[src/hw/rtl/mesh_edge_adjacency_defines.svh]
// Assertion macros shared by mea_ctrl and mea_dpath.
`ifndef MESH_EDGE_ADJACENCY_DEFINES_SVH
`define MESH_EDGE_ADJACENCY_DEFINES_SVH

// Same-cycle implication, checked outside reset.
`define MEA_ASSERT_NOW(lbl, ante, cons, msg) \
  lbl: assert property (@(posedge clk) disable iff (rst) (ante) |-> (cons)) else $error(msg);

// Next-cycle implication, checked outside reset.
`define MEA_ASSERT_NEXT(lbl, ante, cons, msg) \
  lbl: assert property (@(posedge clk) disable iff (rst) (ante) |=> (cons)) else $error(msg);

`endif

[src/hw/rtl/mea_pkg.sv]
`default_nettype none
package mea_pkg;

  localparam logic ACT_LOAD = 1'b0;
  localparam logic ACT_READ = 1'b1;
  localparam logic KIND_DONE = 1'b0;
  localparam logic KIND_READ = 1'b1;

  typedef struct packed {
    logic        action;
    logic [15:0] vertex_a;
    logic [15:0] vertex_b;
    logic [15:0] vertex_c;
    logic        last_face;
    logic [9:0]  face_index;
  } item_t;

  typedef struct packed {
    logic        result_kind;
    logic [10:0] face_count;
    logic        overflowed;
    logic [9:0]  neighbour_0;
    logic        linked_0;
    logic [9:0]  neighbour_1;
    logic        linked_1;
    logic [9:0]  neighbour_2;
    logic        linked_2;
  } result_t;

  typedef struct packed {
    logic accept;
    logic begin_mesh;
    logic edge_wr;
    logic e_inc;
    logic face_inc;
    logic ovf_set;
    logic idx_clr;
    logic idx_inc;
    logic swap_clr;
    logic sort_cmp;
    logic sort_flush;
    logic clr_wr;
    logic link_cmp;
    logic link_wr2;
    logic rd_cap;
    logic mark_closed;
    logic out_load;
    logic out_kind;
  } cmd_t;

  typedef struct packed {
    logic closed;
    logic room;
    logic last;
    logic i_last;
    logic n_zero;
    logic n_one;
    logic swapped;
    logic e_last;
    logic match;
    logic out_free;
  } stat_t;

endpackage
`default_nettype wire

[src/hw/rtl/mea_ctrl.sv]
`default_nettype none
`include "mesh_edge_adjacency_defines.svh"
module mea_ctrl (
  input  wire logic           clk,
  input  wire logic           rst,
  input  wire logic           item_valid,
  input  wire logic           item_action,
  output logic                item_ready,
  input  wire mea_pkg::stat_t stat,
  output mea_pkg::cmd_t       cmd
);

  typedef enum logic [13:0] {
    S_IDLE       = 14'b00000000000001,
    S_LOAD       = 14'b00000000000010,
    S_CALC       = 14'b00000000000100,
    S_SORT_RD    = 14'b00000000001000,
    S_SORT_CMP   = 14'b00000000010000,
    S_SORT_FLUSH = 14'b00000000100000,
    S_CLR        = 14'b00000001000000,
    S_LINK_RD    = 14'b00000010000000,
    S_LINK_CMP   = 14'b00000100000000,
    S_LINK_WR2   = 14'b00001000000000,
    S_REPORT     = 14'b00010000000000,
    S_RD_A       = 14'b00100000000000,
    S_RD_D       = 14'b01000000000000,
    S_RD_OUT     = 14'b10000000000000
  } state_t;

  state_t state, state_next;

  always_ff @(posedge clk) begin
    if (rst) begin
      state <= S_IDLE;
    end else begin
      state <= state_next;
    end
  end

  assign item_ready = (state == S_IDLE);

  always_comb begin
    cmd        = '0;
    state_next = state;
    case (state)
      S_IDLE: begin
        if (item_valid) begin
          cmd.accept     = 1'b1;
          cmd.begin_mesh = (item_action == mea_pkg::ACT_LOAD) && stat.closed;
          state_next     = (item_action == mea_pkg::ACT_LOAD) ? S_LOAD : S_RD_A;
        end
      end
      S_LOAD: begin
        if (!stat.room) begin
          cmd.ovf_set = 1'b1;
          state_next  = stat.last ? S_CALC : S_IDLE;
        end else begin
          cmd.edge_wr = 1'b1;
          if (stat.e_last) begin
            cmd.face_inc = 1'b1;
            state_next   = stat.last ? S_CALC : S_IDLE;
          end else begin
            cmd.e_inc = 1'b1;
          end
        end
      end
      S_CALC: begin
        cmd.idx_clr  = 1'b1;
        cmd.swap_clr = 1'b1;
        if (stat.n_zero) begin
          state_next = S_REPORT;
        end else if (stat.n_one) begin
          state_next = S_CLR;
        end else begin
          state_next = S_SORT_RD;
        end
      end
      S_SORT_RD: begin
        state_next = S_SORT_CMP;
      end
      S_SORT_CMP: begin
        cmd.sort_cmp = 1'b1;
        if (stat.i_last) begin
          state_next = S_SORT_FLUSH;
        end else begin
          cmd.idx_inc = 1'b1;
          state_next  = S_SORT_RD;
        end
      end
      S_SORT_FLUSH: begin
        cmd.sort_flush = 1'b1;
        cmd.idx_clr    = 1'b1;
        cmd.swap_clr   = 1'b1;
        state_next     = stat.swapped ? S_SORT_RD : S_CLR;
      end
      S_CLR: begin
        cmd.clr_wr = 1'b1;
        if (stat.i_last) begin
          cmd.idx_clr = 1'b1;
          state_next  = S_LINK_RD;
        end else begin
          cmd.idx_inc = 1'b1;
        end
      end
      S_LINK_RD: begin
        state_next = S_LINK_CMP;
      end
      S_LINK_CMP: begin
        cmd.link_cmp = 1'b1;
        if (stat.match) begin
          state_next = S_LINK_WR2;
        end else if (stat.i_last) begin
          state_next = S_REPORT;
        end else begin
          cmd.idx_inc = 1'b1;
          state_next  = S_LINK_RD;
        end
      end
      S_LINK_WR2: begin
        cmd.link_wr2 = 1'b1;
        if (stat.i_last) begin
          state_next = S_REPORT;
        end else begin
          cmd.idx_inc = 1'b1;
          state_next  = S_LINK_RD;
        end
      end
      S_REPORT: begin
        cmd.mark_closed = 1'b1;
        if (stat.out_free) begin
          cmd.out_load = 1'b1;
          cmd.out_kind = mea_pkg::KIND_DONE;
          state_next   = S_IDLE;
        end
      end
      S_RD_A: begin
        state_next = S_RD_D;
      end
      S_RD_D: begin
        cmd.rd_cap = 1'b1;
        if (stat.e_last) begin
          state_next = S_RD_OUT;
        end else begin
          cmd.e_inc  = 1'b1;
          state_next = S_RD_A;
        end
      end
      S_RD_OUT: begin
        if (stat.out_free) begin
          cmd.out_load = 1'b1;
          cmd.out_kind = mea_pkg::KIND_READ;
          state_next   = S_IDLE;
        end
      end
      default: begin
        state_next = S_IDLE;
      end
    endcase
  end

  `MEA_ASSERT_NOW(a_edge_room, cmd.edge_wr, stat.room, "Edge written with the store full.")
  `MEA_ASSERT_NOW(a_out_free, cmd.out_load, stat.out_free, "Result loaded over a pending one.")
  `MEA_ASSERT_NEXT(a_sort_end, (state == S_SORT_FLUSH) && !stat.swapped, state == S_CLR,
    "Sort did not end after a clean pass.")

endmodule
`default_nettype wire

[config.mk]
export PLATFORM = sky130hd
export DESIGN_NAME = mea_ctrl
export DESIGN_NICKNAME = d
export VERILOG_FILES = /design/src/hw/rtl/mea_pkg.sv /design/src/hw/rtl/mea_ctrl.sv
export VERILOG_INCLUDE_DIRS = /design/src /design/src/hw/rtl
export SDC_FILE = /design/constraint.sdc
export NUM_CORES = 1
export LEC_CHECK = 0
export ABC_CLOCK_PERIOD_IN_PS = 2000
export BUFFER_PORTS_ARGS = -buffer_cell sky130_fd_sc_hd__buf_2
export CAP_MARGIN = 15
export CORE_MARGIN = 5
export CORE_UTILIZATION = 48
export CTS_BUF_LIST = sky130_fd_sc_hd__clkbuf_8
export CTS_CLUSTER_SIZE = 12
export DETAILED_ROUTE_END_ITERATION = 12
export PLACE_DENSITY = 0.85
export SLEW_MARGIN = 20
export SYNTH_ARGS = -nofsm -noshare
export SYNTH_HDL_FRONTEND = slang
export SYNTH_SLANG_ARGS = --single-unit
[constraint.sdc]
create_clock -name clk -period 2 [get_ports clk]
set_clock_uncertainty 0.05 [all_clocks]
set_input_delay 0.2 -clock clk [delete_from_list [all_inputs] [get_ports clk]]
set_output_delay 0.2 -clock clk [all_outputs]
set_load 0.02 [all_outputs]
==> metrics <==
CTS tree=built; endpoint type of the worst setup path=primary output; TritonRoute pass-1 iters=4; Hold Fails Final Rpt=0; RSZ-0062 raised after global routing=true; chip width=58.9 µm; Area Growth Syn to Fin=62.8%; biggest regs=state: 14 flops; DRC Markers=0; R2R cell count=6; Mapped Nets=166; final worst-path cycle share=108%; Syn Inst Count=152; post-route cell area=1870 µm²; fin util=82.7%; Core Area=2250 µm²; pre-CTS WS=6.24 ps; Ports=33; die height=58.9 µm; Post-DRT Antenna Nets=0; htree depth=1; worst endpoint required time=1750 ps; total gr overflow=0; routed wire length=5140 µm; Die Area=3470 µm²; status=finished with violations; Max Buffers Root-to-Sink=2; Yosys top cell by area=dfxtp_1; antenna violations before repair=0; max reg flops=14; worst vdd ir=0.625 mV; Leakage=0.810 nW; max-cap violations=0; Synth top area share=24.5%; DP Wirelength=2860 µm; Clock transition at path regs=60 ps; fillers=127; Syn. warnings=0; Slew Viols, Final=0; final RePlAce weighted congestion=0.987; Rel. slew slack=63.3%; EDFF count, synth=0; CP Max Fanout=7; Syn Area/Cell=7.54 µm²; Clock Latency Late Sink=260 ps; Hold Path Class=input port to flip-flop; Clock Sinks=14; reg2reg start=state[7]$_SDFFE_PP0P_; total global-route track usage=25.6%; Synth Flop Type=dfxtp_1; Biggest register=state; ant diodes=0; Setup WS post-layout=-160 ps; crit path capture=cmd[11]; WS Path Type=flip-flop to primary output; final setup vio count=15; global-route wire length before repair=6840 µm; placed cells=220; clock root cell=clkbuf_8; share of layout cells above drive strength 1=54.9%; Final #Nets=222; Rows=17; Worst Setup Start Kind=flip-flop; vias in the first global route=1,482; Worst R2R Setup Slack=-140 ps; I/O Buffers=32; post-synthesis sequential area ratio=24.5%; Least-Margin Pin Slew=544 ps; starting density of the core=50.8%; Synth cell types=47; Peak Freq=463 MHz; Netlist Area Pre-Place=1150 µm²; DR WL/cell=22.0 µm; failing checks=setup timing; worst r2r dst=state[13]$_SDFFE_PP0P_; top cells by area, synth=dfxtp_1 (24%), nor2_1 (5.6%), nor3_1 (5.2%), o21ai_0 (3.9%), nand2b_1 (3.8%); Post-Place Cell Area=1480 µm²; routed vias/inst=6.82; Period minus WS final=2160 ps; worst setup path start=state[12]$_SDFFE_PP0P_; largest net degree at the start of global routing=15; Synth async-reset ratio=0%; DRT iter0 DRCs=129; Seq cells post-synth=14; total CTS buffers=3; pwr dens=700 nW/µm²; critical path arrival=1910 ps; Cell Count, Final, Fillers Out=234; vias after detailed routing=1,595
-- worst min path at each step --
| stage | start | endpoint | slack, ps | cells past startpoint |
|---|---|---|---|---|
| detailed placement | stat[7] | state[2]$_SDFFE_PP0P_ | 390 | 3 |
| floorplan | rst | state[2]$_SDFFE_PP0P_ | 230 | 1 |
| global route | stat[7] | state[2]$_SDFFE_PP0P_ | 150 | 3 |
| CTS | stat[7] | state[2]$_SDFFE_PP0P_ | 140 | 3 |
| global placement | stat[7] | state[2]$_SDFFE_PP0P_ | 390 | 3 |
| finish | stat[7] | state[2]$_SDFFE_PP0P_ | 150 | 3 |
-- Yosys cell counts, types with 3 or more instances --
cell	count
nor3_1	12
nand2_1	8
dfxtp_1	14
nand2b_1	7
nand3b_1	3
nor2_1	17
o21ai_0	9
a21oi_1	7
clkbuf_1	8
nand4_1	5
nor2b_1	3
inv_1	7
xor2_1	3
nor4_1	5
nor3b_1	4
-- logic make-up after synthesis --
kind of cell | Yosys count | share of synthesized area (%)
buf+inv | 18 | 6.99
flops | 14 | 24.5
xor+xnor | 4 | 3.06
compound gates | 32 | 19.8
simple gates | 84 | 45.7
-- power by group --
part	internal, W	switching [W]	total (W)
Combinational	0.000317	0.000401	0.000718
Sequential	0.000299	0.0000409	0.000340
Clock	0.000134	0.000114	0.000248
-- layout make-up --
class	instances	area, µm²	area share (%)
clock buffer	3	41.3	2.21
sequential	14	302	16.2
timing repair buffer	62	432	23.1
multi-input combinational	120	1030	55.2
inverter	7	26.3	1.41
tap	28	35.0	1.88
-- cell usage in the layout (no fill, tap or decap), drive strengths merged, types with 7 or more instances in the layout --
cell    count
inv         7
nor4        9
nand2       8
a21oi       7
buf        62
nand2b      7
nor2       17
nor3       12
o21ai       9
dfxtp      14
-- repair_timing --
action,in CTS,in global routing
hold buffers,0,0
endpoints found under the setup margin,16,20
pin swaps,4,18
buffers inserted,3,8
gates resized for setup,22,41
-- routing by layer --
layer / track usage [%] / wire [µm]
met1: 29.5 / 1890
met2: 44.0 / 2400
met3: 6.36 / 509
met4: 11.7 / 346
met5: 0 / 0
-- critical path: stages (launching register included) --
cell,delay [ps]
dfxtp_4,380
nor4_4,320
nand4_1,210
or3b_4,460
o21ai_2,150
buf_6,130
-- stage by stage --
stage	hold slack, ps	setup TNS [ps]	power [W]
after floorplan	227	-145	0.000659
after global placement	389	0	0.000829
after detailed placement	391	0	0.000849
after CTS	136	-214	0.00113
after global routing	154	-1970	0.00135
final	152	-1270	0.00131
(Power assumes the default switching activity.)
